`src/plb_pkg.sv`:
```
// Shared types and codes for the positional list buffer.
// Used by plb_cell, plb_ctrl and positional_list_buffer; no dependencies.
`timescale 1ns / 1ps

package plb_pkg;

    // Request kinds
    localparam logic [1:0] KIND_INSERT = 2'd0;
    localparam logic [1:0] KIND_REMOVE = 2'd1;
    localparam logic [1:0] KIND_DUMP   = 2'd2;

    // Result status codes
    localparam logic [1:0] ST_OK    = 2'd0;
    localparam logic [1:0] ST_EMPTY = 2'd1;
    localparam logic [1:0] ST_RANGE = 2'd2;
    localparam logic [1:0] ST_FULL  = 2'd3;

    // Cell operations broadcast along the chain
    typedef logic [1:0] cell_op_t;
    localparam cell_op_t OP_HOLD   = 2'd0;
    localparam cell_op_t OP_INSERT = 2'd1;
    localparam cell_op_t OP_REMOVE = 2'd2;
    localparam cell_op_t OP_ROTATE = 2'd3;

    localparam int POS_W   = 7;
    localparam int VALUE_W = 32;

    typedef struct packed {
        cell_op_t                   op;
        logic [POS_W-1:0]           pos;
        logic [POS_W-1:0]           last_idx;
        logic signed [VALUE_W-1:0]  value;
    } cell_ctl_t;

endpackage

```
`src/plb_cell.sv`:
```
// One storage cell of the list chain: holds one entry and moves it to or
// from its neighbors on insert, remove and dump rotation. Depends on plb_pkg.
`timescale 1ns / 1ps

module plb_cell #(
    parameter int IDX = 0
) (
    input  logic                                  clk,
    input  plb_pkg::cell_ctl_t                    ctl,
    input  logic signed [plb_pkg::VALUE_W-1:0]    left_value,
    input  logic signed [plb_pkg::VALUE_W-1:0]    right_value,
    input  logic signed [plb_pkg::VALUE_W-1:0]    head_value,
    output logic signed [plb_pkg::VALUE_W-1:0]    value
);
    import plb_pkg::*;

    localparam logic [POS_W-1:0] MY_IDX = POS_W'(IDX);

    logic signed [VALUE_W-1:0] val_reg;
    logic signed [VALUE_W-1:0] val_next;

    // Pick the new entry from self, neighbor, head or incoming value
    always_comb
    begin
        val_next = val_reg;
        unique case (ctl.op)
            OP_HOLD:
            begin
                val_next = val_reg;
            end
            OP_INSERT:
            begin
                if (MY_IDX == ctl.pos)
                    val_next = ctl.value;
                else if (MY_IDX > ctl.pos)
                    val_next = left_value;
            end
            OP_REMOVE:
            begin
                if (MY_IDX >= ctl.pos)
                    val_next = right_value;
            end
            OP_ROTATE:
            begin
                if (MY_IDX < ctl.last_idx)
                    val_next = right_value;
                else if (MY_IDX == ctl.last_idx)
                    val_next = head_value;
            end
            default:
            begin
                val_next = val_reg;
            end
        endcase
    end

    // Hold the entry
    always_ff @(posedge clk)
    begin
        val_reg <= val_next;
    end

    assign value = val_reg;

endmodule

```
`config.mk`:
```
export PLATFORM = sky130hd
export DESIGN_NAME = plb_cell
export DESIGN_NICKNAME = d
export VERILOG_FILES = /design/src/plb_pkg.sv /design/src/plb_cell.sv
export SDC_FILE = /design/constraint.sdc
export NUM_CORES = 1
export LEC_CHECK = 0
export BUFFER_PORTS_ARGS = -buffer_cell sky130_fd_sc_hd__buf_4
export CAP_MARGIN = 10
export CORE_UTILIZATION = 44
export CTS_CLUSTER_DIAMETER = 120
export DETAILED_ROUTE_END_ITERATION = 8
export HOLD_SLACK_MARGIN = 0.15
export PLACE_DENSITY = 0.89
export SLEW_MARGIN = 30
export SYNTH_ARGS = -nofsm -noshare
export SYNTH_HDL_FRONTEND = slang
export SYNTH_SLANG_ARGS = --single-unit
```
`constraint.sdc`:
```
create_clock -name clk -period 2.7 [get_ports clk]
set_input_delay 0.135 -clock clk [delete_from_list [all_inputs] [get_ports clk]]
set_output_delay 0.135 -clock clk [all_outputs]
set_load 0.03 [all_outputs]
```
After elaboration in Yosys (flattened, before gate mapping)
Cells that the tools add are included.
- magnitude comparators: 3
- eq/ne operators: 6
- mux-type cells: 6
- bitwise gates (word level): 1
- reductions and logical operators: 4
- operators with widths (operator ; number):
    $mux 32 ; 5
    $pmux 32 s3 ; 1
    $logic_not 7->1 ; 2
    $ge 1x7->1 const A ; 1
    $gt 1x7->1 const A ; 1
    $lt 1x7->1 const A ; 1
    $ne 3x3->1 const B ; 2
    $eq 2x2->1 const B ; 2
    $reduce_and 4->1 ; 1
    $eq 2x1->1 const B ; 1
    $logic_not 2->1 ; 1
    $ne 2x2->1 const B ; 1
    $not 1->1 ; 1
- register bits: 32
- input port bits: 145
- output and inout port bits: 32
- word-level logic and storage cells: 21

Depth between registers and ports, before layout
- word-level depth: 4
- gate-level depth with buffers: 5
- mapped depth without buffers: 3

Least setup slack after synthesis
OpenSTA, ideal clock, no wires.
- path type: input to register
- from: input ctl[42] (netlist bit)
- to: register val_reg[0] (netlist: value[0]) (enable)
- setup time: 393 ps
- arrival time: 1874 ps
- required time: 2307 ps
- setup slack: 433 ps
- stages on the path: 5
- buffers on the path: 2
- path through: nor4_4 > and2_0 > clkbuf_1 > buf_2 > maj3_1
- longest elaborated chain between the ends: 3
- elaborated cells on any way between the ends: 6
- those cells by class: order compare: 2; eq/ne: 2; reduce/logical: 2
- ends and longest elaborated chain (item ; RTL line ; source):
    start, declared ; plb_cell.sv:9 ; input plb_pkg::cell_ctl_t ctl,
    $gt 1x7->1, or another cell as far along ; plb_cell.sv:35 ; else if (MY_IDX > ctl.pos)
    $ne 3x3->1 (no source line) or $ne 2x2->1 (tied branches) ; - ;
    $reduce_and 4->1 (no source line) (*) ; - ;
    end signal, assigned ; plb_cell.sv:60 ; val_reg <= val_next;
    end, declared ; plb_cell.sv:19 ; logic signed [VALUE_W-1:0] val_reg;
Mark *: on every way between the ends. The rest lies on a longest branch, timed or not.
A chain may end at the register's enable or synchronous reset.

Worst setup path after layout
- from: input ctl[38] (netlist bit)
- to: register val_reg[22] (netlist: value[22]), data pin
- longest elaborated chain between the ends: 3
- ends and longest elaborated chain (item ; RTL line ; source):
    $lt 1x7->1 ; plb_cell.sv:45 ; if (MY_IDX < ctl.last_idx)
    $mux 32 ; plb_cell.sv:45 ;
    $pmux 32 s3 ; plb_cell.sv:26 ; unique case (ctl.op)
    net val_next[22] ; plb_cell.sv:20 ; logic signed [VALUE_W-1:0] val_next;
The timed path passes the listed nets, and every way through them passes these cells.

==> flow_summary.yaml <==
setup_path:
  path_class: "in -> reg"
  cp_num_buf_inv: 2
  crit_path_start_kind: "input port"
  arrival_ns: 1.68
  path_max_fanout: 32
  cp_cell_sequence: "buf_4, or4b_2, buf_4, nor4b_2, a2111oi_2"
  critical_path.max_stage_delay_ns: 0.66
  required_ns: 2.70
  cpMostUsedCell: "buf_4"
  worst_path_max_delay_cell: "or4b_2"
  crit_family: "simple AND/OR/NAND/NOR gates"
  endpoint_kind: "register"
yosys:
  yosysTopAreaCell: "edfxtp_1"
  synth.cell_area_um2: 2790
  ys_seq_area_frac: 0.344
  syn_area_per_cell_um2: 10.3
  synth_cell_types: 22
  yosys-top-cells-area: "edfxtp_1 (34%), nor4b_2 (16%), a211oi_1 (8.6%)"
  syn-num-nets: 415
  synth_warnings: 0
  ys.flop_type: "edfxtp_1"
  synth_edf_count: 32
  synth.top_cell.area_share: 0.344
  async_flop_share: 0
  netlist_instances: 270
  ys_ff_latch: 32
power_and_ir_drop:
  p_int_mw: 1.02
  p_sw_frac: 0.296
  pwr-share-comb: 0.338
  irDropWorstVdd_mv: 0.233
  p_leak_nw: 1.62
  power_density_nw_per_um2: 346
  p_clk_frac: 0.245
  power_switching_uw: 431
  p_seq_frac: 0.417
grt:
  grt_remaining_overflow: 0
  grt_pass1_wl_mm: 13.5
  gr-usage-all-layers: 0.266
  grt_pass1_vias: 2917
  grt_antenna_before_repair: 0
  grt_max_degree: 72
sta:
  relSlewSlack: 0.561
  worst-slew-pin-transition_ns: 0.658
  hold_viol_final: 0
  rsz0062_at_grt: "no"
  finalSetupViolCount: 0
  setup_tns_ns: 0
  fin_crit_ns: 1.68
  fin_crit_sh: 0.623
  drv_slew: 0
  max_freq_ghz: 0.595
floorplan:
  std_cell_rows: 28
  die-area_um2: 6670
  core_um2: 6030
  die_w_um: 81.7
  start_util: 0.463
  ioPinCount: 177
  die_y_um: 81.7
detailed_routing:
  via_per_inst: 5.88
  dr_total_vias: 2947
  detail-route-antenna-nets: 0
  drtIter0Drc: 167
  first_pass_iters: 5
  finalWirelength_mm: 9.13
  post-route-drc-count: 0
  wl_per_cell_um: 18.2
worst_hold_path:
  hold_depth: 3
  hold_class: "in -> reg"
  hold_path_startpoint: "ctl[30]"
  min_to: "value[30]$_DFFE_PP_"
cts:
  cts_hold_buf: 0
  post_cts_buffers: 0
  cts_buffer_depth: 2
  clockRootBuffer: "clkbuf_8"
  htreeDepth: 2
  cts.clk_slew.worst_paths_ns: 0.07
  cts_tree: "done"
  postCtsResizedCells: 0
  cts.sinks: 32
  cts_buffers: 5
job:
  drv_cap: 0
placement:
  hpwl_mm: 6.28
  io_buffers: 176
  dp_cells: 493
  gp_congestion: 0.821
finish:
  antenna_cells: 0
  nets: 570
  largest_register_ffs: 32
  layout.cells.non_filler: 501
  ff_latch_area_um2: 961
  fill_cells: 467
  multiInputGateArea_um2: 1660
  area_growth_pct: 50.5
  drive_above_1_share: 0.549
run_status:
  status: "completed"
worst max path at each step:
stage / from / to / slack (ns) / cells past startpoint
floorplan: ctl[42] / value[0]$_DFFE_PP_ / 0.43 / 5
global placement: ctl[38] / value[15]$_DFFE_PP_ / 0.81 / 5
detailed placement: ctl[38] / value[22]$_DFFE_PP_ / 0.72 / 5
CTS: ctl[38] / value[22]$_DFFE_PP_ / 1.02 / 5
global route: ctl[42] / value[31]$_DFFE_PP_ / 0.94 / 6
finish: ctl[38] / value[22]$_DFFE_PP_ / 1.02 / 5
power by group through the flow:
| stage | Clock [mW] | Sequential, mW | Combinational, mW |
|---|---|---|---|
| floorplan | 0 | 0.693 | 0.152 |
| global placement | 0 | 0.615 | 0.481 |
| detailed placement | 0 | 0.617 | 0.488 |
| CTS | 0.362 | 0.606 | 0.489 |
| global route | 0.380 | 0.609 | 0.522 |
| finish | 0.357 | 0.605 | 0.491 |
cell type report:
type                            count  share of cell area
Clock inverter                      1            0.000893
Sequential cell                    32               0.229
Multi-Input combinational cell    200               0.395
Tap cell                           75              0.0223
Timing Repair Buffer              186               0.335
Clock buffer                        7              0.0182
synthesized netlist by cell type (all sizes together), types with 2 or more instances:
library cell  instances
nand2b               32
nor2                 32
nor4b                33
a2111oi              32
a21oi                32
buf                  19
edfxtp               32
nor4                  2
clkbuf               19
a211oi               32
per-layer routing:
metal  global-route usage  share of wire
met2                0.481           0.52
met3               0.0433          0.075
met4                0.123          0.022
met1                0.306           0.38
met5                    0              0
layout by cell type (no fill, tap or decap), drive strengths merged:
cell / n
maj3: 1
and2: 1
edfxtp: 32
a21oi: 32
or4: 1
or4b: 1
nor3: 1
nor4: 2
clkbuf: 7
buf: 186
clkinv: 1
nor4b: 33
a211oi: 32
a2111oi: 32
nand2b: 32
nor2: 32
cells by family (layout without fill, tap and decap cells):
kind of cell | count (synthesis) | after routing | share of synthesized area
AOI/OAI and AO/OA | 96 | 96 | 0.265
adders and majority gates | 1 | 1 | 0.00359
buffers and inverters | 38 | 194 | 0.0704
DFF | 32 | 32 | 0.344
and+or+nand+nor | 103 | 103 | 0.316
tightest hold or removal path: stages:
cell and delay [ns]:
buf_4 0.11, nor2_1 0.07, a2111oi_1 0.08
through the flow:
stage | setup slack, ns | hold slack (ns) | instance area (um^2) | total power [mW] | utilization
2_1_floorplan | 0.433 | 0.448 | 2790 | 0.845 | -
3_5_place_dp | 0.723 | 0.571 | 4120 | 1.11 | 0.684
6_report | 1.02 | 0.281 | 4200 | 1.45 | 0.697
5_1_grt | 0.939 | 0.296 | 4200 | 1.51 | 0.697
3_3_place_gp | 0.812 | 0.570 | 4120 | 1.10 | 0.684
4_1_cts | 1.02 | 0.275 | 4200 | 1.46 | 0.697
No activity file was read; power rests on OpenSTA's default activity.
