**config.mk**
```make
export PLATFORM = sky130hd
export DESIGN_NAME = plb_ctrl
export DESIGN_NICKNAME = d
export VERILOG_FILES = /design/src/plb_pkg.sv /design/src/plb_ctrl.sv
export SDC_FILE = /design/constraint.sdc
export NUM_CORES = 1
export LEC_CHECK = 0
export BUFFER_PORTS_ARGS = -buffer_cell sky130_fd_sc_hd__buf_2
export CAP_MARGIN = 5
export CORE_MARGIN = 2
export CORE_UTILIZATION = 46
export CTS_CLUSTER_SIZE = 24
export DETAILED_ROUTE_END_ITERATION = 10
export GPL_ROUTABILITY_DRIVEN = 0
export PLACE_DENSITY = 0.81
export SKIP_LAST_GASP = 1
export SLEW_MARGIN = 0
export SYNTH_ARGS = -nofsm -noshare
export SYNTH_HDL_FRONTEND = slang
export SYNTH_SLANG_ARGS = --single-unit
```
**constraint.sdc**
```tcl
create_clock -name clk -period 2.59 [get_ports clk]
set_input_delay 0.3885 -clock clk [delete_from_list [all_inputs] [get_ports clk]]
set_output_delay 0.3885 -clock clk [all_outputs]
set_load 0.01 [all_outputs]
```
**src/plb_pkg.sv**
```systemverilog
// Shared types and codes for the positional list buffer.
// Used by plb_cell, plb_ctrl and positional_list_buffer; no dependencies.
`timescale 1ns / 1ps

package plb_pkg;

    // Request kinds
    localparam logic [1:0] KIND_INSERT = 2'd0;
    localparam logic [1:0] KIND_REMOVE = 2'd1;
    localparam logic [1:0] KIND_DUMP   = 2'd2;

    // Result status codes
    localparam logic [1:0] ST_OK    = 2'd0;
    localparam logic [1:0] ST_EMPTY = 2'd1;
    localparam logic [1:0] ST_RANGE = 2'd2;
    localparam logic [1:0] ST_FULL  = 2'd3;

    // Cell operations broadcast along the chain
    typedef logic [1:0] cell_op_t;
    localparam cell_op_t OP_HOLD   = 2'd0;
    localparam cell_op_t OP_INSERT = 2'd1;
    localparam cell_op_t OP_REMOVE = 2'd2;
    localparam cell_op_t OP_ROTATE = 2'd3;

    localparam int POS_W   = 7;
    localparam int VALUE_W = 32;

    typedef struct packed {
        cell_op_t                   op;
        logic [POS_W-1:0]           pos;
        logic [POS_W-1:0]           last_idx;
        logic signed [VALUE_W-1:0]  value;
    } cell_ctl_t;

endpackage

```
**src/plb_ctrl.sv**
```systemverilog
// Request decoder, entry counter, dump sequencer and result register of
// the positional list buffer. Depends on plb_pkg; drives the plb_cell chain.
`timescale 1ns / 1ps

module plb_ctrl #(
    parameter int CAPACITY = 64
) (
    input  logic                                  clk,
    input  logic                                  rst_n,
    input  logic                                  s_tvalid,
    output logic                                  s_tready,
    input  logic [1:0]                            kind,
    input  logic [plb_pkg::POS_W-1:0]             position,
    input  logic signed [plb_pkg::VALUE_W-1:0]    item_value,
    output logic                                  m_tvalid,
    input  logic                                  m_tready,
    output logic [1:0]                            status,
    output logic signed [plb_pkg::VALUE_W-1:0]    entry_value,
    output logic [plb_pkg::POS_W-1:0]             entry_count,
    output logic                                  last,
    input  logic signed [plb_pkg::VALUE_W-1:0]    head_value,
    output plb_pkg::cell_ctl_t                    ctl
);
    import plb_pkg::*;

    localparam logic [POS_W-1:0] CAP_N = POS_W'(CAPACITY);
    localparam logic ST_IDLE = 1'b0;
    localparam logic ST_DUMP = 1'b1;

    logic                      state_reg,    state_next;
    logic [POS_W-1:0]          count_reg,    count_next;
    logic [POS_W-1:0]          remain_reg,   remain_next;
    logic                      ovalid_reg,   ovalid_next;
    logic [1:0]                ostatus_reg,  ostatus_next;
    logic signed [VALUE_W-1:0] ovalue_reg,   ovalue_next;
    logic [POS_W-1:0]          ocount_reg,   ocount_next;
    logic                      olast_reg,    olast_next;

    logic out_free;
    logic accept;

    assign out_free = !ovalid_reg || m_tready;
    assign s_tready = (state_reg == ST_IDLE) && out_free;
    assign accept   = s_tvalid && s_tready;

    // Decode requests, step the dump and build the next result
    always_comb
    begin
        state_next   = state_reg;
        count_next   = count_reg;
        remain_next  = remain_reg;
        ovalid_next  = ovalid_reg;
        ostatus_next = ostatus_reg;
        ovalue_next  = ovalue_reg;
        ocount_next  = ocount_reg;
        olast_next   = olast_reg;

        ctl.op       = OP_HOLD;
        ctl.pos      = position;
        ctl.last_idx = count_reg - POS_W'(1);
        ctl.value    = item_value;

        if (out_free)
            ovalid_next = 1'b0;

        priority if (accept)
        begin
            ovalid_next  = 1'b1;
            ostatus_next = ST_OK;
            ovalue_next  = '0;
            olast_next   = 1'b1;
            unique case (kind)
                KIND_INSERT:
                begin
                    if (count_reg >= CAP_N)
                        ostatus_next = ST_FULL;
                    else if (position > count_reg)
                        ostatus_next = ST_RANGE;
                    else
                    begin
                        ctl.op     = OP_INSERT;
                        count_next = count_reg + POS_W'(1);
                    end
                end
                KIND_REMOVE:
                begin
                    if (count_reg == '0)
                        ostatus_next = ST_EMPTY;
                    else if (position >= count_reg)
                        ostatus_next = ST_RANGE;
                    else
                    begin
                        ctl.op     = OP_REMOVE;
                        count_next = count_reg - POS_W'(1);
                    end
                end
                KIND_DUMP:
                begin
                    if (count_reg == '0)
                        ostatus_next = ST_EMPTY;
                    else
                    begin
                        // Emit the head now and rotate the rest forward
                        ctl.op      = OP_ROTATE;
                        ovalue_next = head_value;
                        olast_next  = (count_reg == POS_W'(1));
                        remain_next = count_reg - POS_W'(1);
                        if (count_reg != POS_W'(1))
                            state_next = ST_DUMP;
                    end
                end
                default:
                begin
                    ostatus_next = ST_OK;
                end
            endcase
            ocount_next = count_next;
        end
        else if ((state_reg == ST_DUMP) && out_free)
        begin
            // Advance the dump by one entry
            ctl.op       = OP_ROTATE;
            ovalid_next  = 1'b1;
            ostatus_next = ST_OK;
            ovalue_next  = head_value;
            ocount_next  = count_reg;
            olast_next   = (remain_reg == POS_W'(1));
            remain_next  = remain_reg - POS_W'(1);
            if (remain_reg == POS_W'(1))
                state_next = ST_IDLE;
        end
        else
        begin
            // Hold the sequencer while idle or stalled
            state_next = state_reg;
        end
    end

    // Control state
    always_ff @(posedge clk or negedge rst_n)
    begin
        if (!rst_n)
        begin
            state_reg  <= ST_IDLE;
            count_reg  <= '0;
            remain_reg <= '0;
            ovalid_reg <= 1'b0;
        end
        else
        begin
            state_reg  <= state_next;
            count_reg  <= count_next;
            remain_reg <= remain_next;
            ovalid_reg <= ovalid_next;
        end
    end

    // Result payload
    always_ff @(posedge clk)
    begin
        ostatus_reg <= ostatus_next;
        ovalue_reg  <= ovalue_next;
        ocount_reg  <= ocount_next;
        olast_reg   <= olast_next;
    end

    assign m_tvalid    = ovalid_reg;
    assign status      = ostatus_reg;
    assign entry_value = ovalue_reg;
    assign entry_count = ocount_reg;
    assign last        = olast_reg;

    a_count_bound: assert property (@(posedge clk) disable iff (!rst_n)
        count_reg <= CAP_N)
        else $error("entry count above capacity");

    a_dump_blocks_input: assert property (@(posedge clk) disable iff (!rst_n)
        (state_reg == ST_DUMP) |-> !s_tready)
        else $error("request taken during dump");

    a_dump_remain: assert property (@(posedge clk) disable iff (!rst_n)
        (state_reg == ST_DUMP) |-> (remain_reg != '0))
        else $error("dump running with nothing left");

    a_nonlast_in_dump: assert property (@(posedge clk) disable iff (!rst_n)
        (ovalid_reg && !olast_reg) |-> (state_reg == ST_DUMP))
        else $error("non-final result outside dump");

endmodule

```
Word-level counts from Yosys, hierarchy flattened
Index checks and enable logic that the tools add are counted.

$lt $le $gt $ge: 3. Mux-type cells: 44. Reductions and logical operators: 12. Bitwise gates (word level): 1. Equality and inequality tests: 8. Add/sub/neg operators: 3.

Operators by type and width (number): $mux 32 (4); $mux 7 (10); $mux 2 (11); $mux 1 (16); $eq 7x1->1 const B (2); $pmux 7 s2 (1); $sub 7x1->7 const B (2); $pmux 2 s3 (2); $add 7x1->7 const B (1); $ge 7x7->1 (1); $ge 7x7->1 const B (1); $gt 7x7->1 (1); $logic_not 7->1 (1); $ne 7x1->1 const B (1); $reduce_and 5->1 (1); $ne 2x1->1 const B (2); $reduce_bool 2->1 (2); $logic_and 1x1->1 (3); $reduce_and 3->1 (1); $reduce_bool 3->1 (1); $eq 2x1->1 const B (1); $eq 2x2->1 const B (1); $logic_not 2->1 (1); $ne 2x2->1 const B (1); other kinds (3) (3).

Register bits: 58. Word-level logic and storage cells: 79. Bits of input ports: 77.

Longest topological paths before layout
Depth after elaboration: 6. Gate-level depth with buffers: 9. Gate-level depth less buffers: 8.

Least setup slack after synthesis
No wires, ideal clock.

Path type: input to register. From: input port m_tready. To: register ocount_reg[0], in the netlist entry_count[0], enable pin. Arrival: 1.844 ns. Setup slack: 0.201 ns. Cell stages on the path: 5. Path buffers: 2. Path through: nand2b_1 > nand3_1 > clkbuf_1 > buf_2 > nand2_1.

Word-level cells in the longest chain between the ends: 4. Elaborated cells on any way between the ends: 5. Those cells by class: reduce/logical (5).

Ends and longest elaborated chain: start, declared (RTL line plb_ctrl.sv:16) `input logic m_tready,`; $logic_or 1x1->1 * (RTL line plb_ctrl.sv:42) `assign out_free = !ovalid_reg || m_tready;`; $logic_and 1x1->1 (RTL line plb_ctrl.sv:43) `assign s_tready = (state_reg == ST_IDLE) && out_free;`; $logic_and 1x1->1 (RTL line plb_ctrl.sv:44) `assign accept = s_tvalid && s_tready;`; $reduce_bool 2->1 (no source line) *; end signal, assigned (RTL line plb_ctrl.sv:163) `ocount_reg <= ocount_next;`; end, declared (RTL line plb_ctrl.sv:36) `logic [POS_W-1:0] ocount_reg, ocount_next;`.

Mark *: on every way between the ends. The rest lies on a longest branch, timed or not. A chain may end at the register's enable or synchronous reset.

==> impl_results.md <==
- Worst path cell trace: ha_4, nand2b_4, a211o_1, a21oi_2, a21oi_2, o31ai_2, buf_2
- DP HPWL: 5.66 mm
- Avg Inst Size Synth: 10.4 µm²
- Clock share of power: 25.9%
- Max-cap violations: 0
- Worst-path fanout max: 3
- Sink Count: 58
- WS Path Type: reg -> out
- Switching power: 1320 µW
- Final #Nets: 493
- Fillcell total: 565
- Chip Width: 88 µm
- Post-layout util: 60.3%
- Internal power: 2560 µW
- Hold wc startpoint: s_tvalid
- Synth warn: 0
- Minimum clock period: 2570 ps
- #FFs+latches synth: 58
- Worst hold slack: 310 ps
- Critical Path AT: 2180 ps
- Xor and xnor area share after synthesis: 1.85%
- Tot GR Track Use: 19.8%
- Static leakage: 0.00181 µW
- FF-to-FF path depth: 11
- Mapped Area: 3250 µm²
- Power Dens Cells: 948 nW/µm²
- Cell total after placement: 478
- Skew-Pair Late Insertion Delay: 330 ps
- Post-route insts no fill: 505
- Yosys top cell area share: 38.9%
- Predominant post-synthesis flop cell: edfxtp_1
- CP delay by family, top: compound AO/OA/AOI/OAI gates
- Port-buffer cells: 104
- Reg2Reg Setup Slack: 100 ps
- Core ar.: 6790 µm²
- RR Endpoint: entry_count[3]
- CP peak stage delay: 430 ps
- Ys async rst share: 27.6%
- Syn_nets: 401
- Sw frac: 34.1%
- Reg power frac: 38.0%
- Die Span Y: 88 µm
- Synth top area cells: edfxtp_1 39%, dfrtp_1 12%, buf_4 9.3%, nor2b_1 6.6%, ha_1 4.6%
- Worst-Margin Slew: 408 ps
- Drt pass-1 iters: 4
- Synth Area in Adders: 4.63%
- Tightest Hold Check Type: in -> reg
- CTS H-tree depth: 3
- Hold Crit Depth: 2
- Final Cycle Share: 99.3%
- Most used cell, CP: a21oi_2
- Achievable frequency: 0.389 GHz
- First-pass GRT wire length: 11.8 mm
- Multi-input gate area: 1290 µm²
- Final wirelength: 8.04 mm
- Worst r2r src: count_reg[6]
- Finish-stage setup viols: 0
- Final-report max-slew violation count: 0
- Setup crit end kind: output port
- Number of flip-flops in the largest register: 32
- RSZ-0062 raised after global routing: true
- Worst-case clock buffer depth: 2
- Slowest CP cell: dfrtp_1
- Largest net degree at the start of global routing: 42
- Clock transition at the registers of the reported paths: 70 ps
- Clock root cell: clkbuf_8
- Share of cells above drive strength 1: 41.8%
- DR vias: 2680
- Mux cell area share after synthesis: 0.308%
- DR WL/cell: 15.9 µm
- Logic gate share of total power: 36.1%
- Count of flip-flops with a built-in enable after synthesis: 42
- TritonCTS Buffers: 9
- GRT overflow: 0
- Ant. Diodes: 0
- Initial antenna violation count: 0
- Area Growth Syn to Fin: 26.3%
- Ports: 169
- Initial DRC count: 128
- Worst path buffer plus inverter count: 1
- DRT antenna net count: 0
- Main combinational cell family by area after synthesis: simple AND/OR/NAND/NOR gates
- Initial core utilization: 47.8%
- Seq/Total Area, Yosys: 51.2%
- Slew headroom: 72.8%
- Post-synthesis simple-gate area fraction: 18.2%
- CTS tree: yes
- Sequential cell area: 1660 µm²
- Vias per inst: 5.31
- Synth Area in Compound Gates: 11.5%
- Library cells used by synthesis: 45
- Hold Path Sink: m_tvalid
- Vias in the first global route: 2592
- Worst EP required: 2200 ps
- Fin Clk Skew: 12.5 ps
- Worst setup SP type: register
- Drt drc: 0
- Outcome: finished, final reports clean
- Mapped Cells: 312
- Total die area: 7740 µm²
- Peak VDD IR: 0.466 mV
- Final hold vios: 0
- Num rows: 30
- Yosys top cell by area: edfxtp_1
## power by group through the flow
stage                     clock (µW)  sequential [µW]  combinational (µW)
after detailed placement           0             1490                1280
after CTS                       1030             1470                1330
final                           1010             1480                1400
after floorplan                    0             1590                 699
after global placement             0             1480                1230
after global routing            1060             1510                1540
## worst reg2reg max path, cell delays in order, from the launching register on
cell and delay [ps]:
dfrtp_1 370, inv_2 80, ha_4 290, nand4_1 210, a21oi_2 200, nor2_2 70
buf_4 140, buf_4 120, buf_4 130, o21ai_0 230, o32ai_1 130, a211oi_1 330
## worst max-delay path by stage
stage | start | endpoint | slack [ps] | depth (start not counted)
after floorplan | m_tready | entry_count[0] | 200 | 5
after global placement | position[0] | ctl[47] | 150 | 9
after detailed placement | position[0] | entry_count[3] | 110 | 10
after CTS | count_reg[4] | ctl[46] | -30 | 9
after global routing | count_reg[0] | ctl[47] | -60 | 7
final | count_reg[0] | ctl[47] | 20 | 7
## through the flow
step           setup slack (ps)  area [µm²]  power (µW)  setup TNS, ps
2_1_floorplan               201        3250        2290              0
3_5_place_dp                113        3670        2770              0
3_3_place_gp                154        3670        2710              0
4_1_cts                   -28.0        3990        3830          -45.4
5_1_grt                   -60.2        4100        4100           -129
6_report                   19.4        4100        3880              0
## area by class of cell
class,count,area share (%)
flip-flops and latches,58,40.5
multi-input cells,190,31.5
repair buffers,129,17.6
clock buffers,9,3.02
well taps,96,2.93
clock inverters,7,2.84
inverters,16,1.47
## placed cells by master, fill, tap and decap left out, types with 3 or more instances in the layout
cell type,synthesis,layout
clkbuf_8,0,9
nand3_1,12,12
o22ai_1,4,4
edfxtp_1,42,42
inv_1,16,12
nor2_1,17,14
a21oi_2,0,7
a21oi_1,19,12
inv_2,0,4
nand2_1,24,23
dfrtp_1,16,16
buf_2,7,104
nand2b_1,5,4
nand4_1,3,3
o21ai_0,12,12
ha_1,12,8
bufinv_16,0,3
xnor2_1,4,4
buf_4,40,23
nor3_1,6,6
o211ai_1,3,3
nor2b_1,34,34
nor2_2,0,3
ha_4,0,4
## cell usage after synthesis (all sizes together) (2+ instances only)
| cell type | instances |
|---|---|
| xnor2 | 5 |
| nand2b | 5 |
| a211oi | 2 |
| edfxtp | 42 |
| o211ai | 3 |
| a21oi | 19 |
| nand2 | 24 |
| a211o | 2 |
| o31ai | 3 |
| nor3 | 6 |
| nor2b | 34 |
| ha | 12 |
| nand4 | 3 |
| or3 | 2 |
| nor4 | 2 |
| nand3 | 12 |
| o21ai | 13 |
| a22o | 2 |
| and3 | 2 |
| buf | 47 |
| a21o | 2 |
| nor2 | 17 |
| inv | 16 |
| o22ai | 4 |
| nand3b | 2 |
| dfrtp | 16 |
## per-layer routing
| layer | GRT usage (%) | wire length (µm) |
|---|---|---|
| met1 | 23.2 | 3120 |
| met2 | 32.2 | 3950 |
| met3 | 5.18 | 634 |
| met4 | 12.2 | 335 |
| met5 | 0 | 0 |
## kinds of logic (layout without fill, tap and decap cells)
family / after synthesis / count (layout)
AO/OA/AOI/OAI: 59 / 59
multiplexers: 1 / 1
AND/OR/NAND/NOR: 112 / 112
buffers and inverters: 64 / 161
flip-flops: 58 / 58
XOR/XNOR: 6 / 6
adder cells (fa/ha/maj): 12 / 12
## what timing repair did
item                       in CTS  in global routing
setup endpoints to repair       2                  3
buffers inserted                4                  6
hold endpoints to repair       16                  0
pin swaps                       2                  9
hold buffers                    1                  0
resized for setup               8                 13
(Power assumes the default switching activity.)
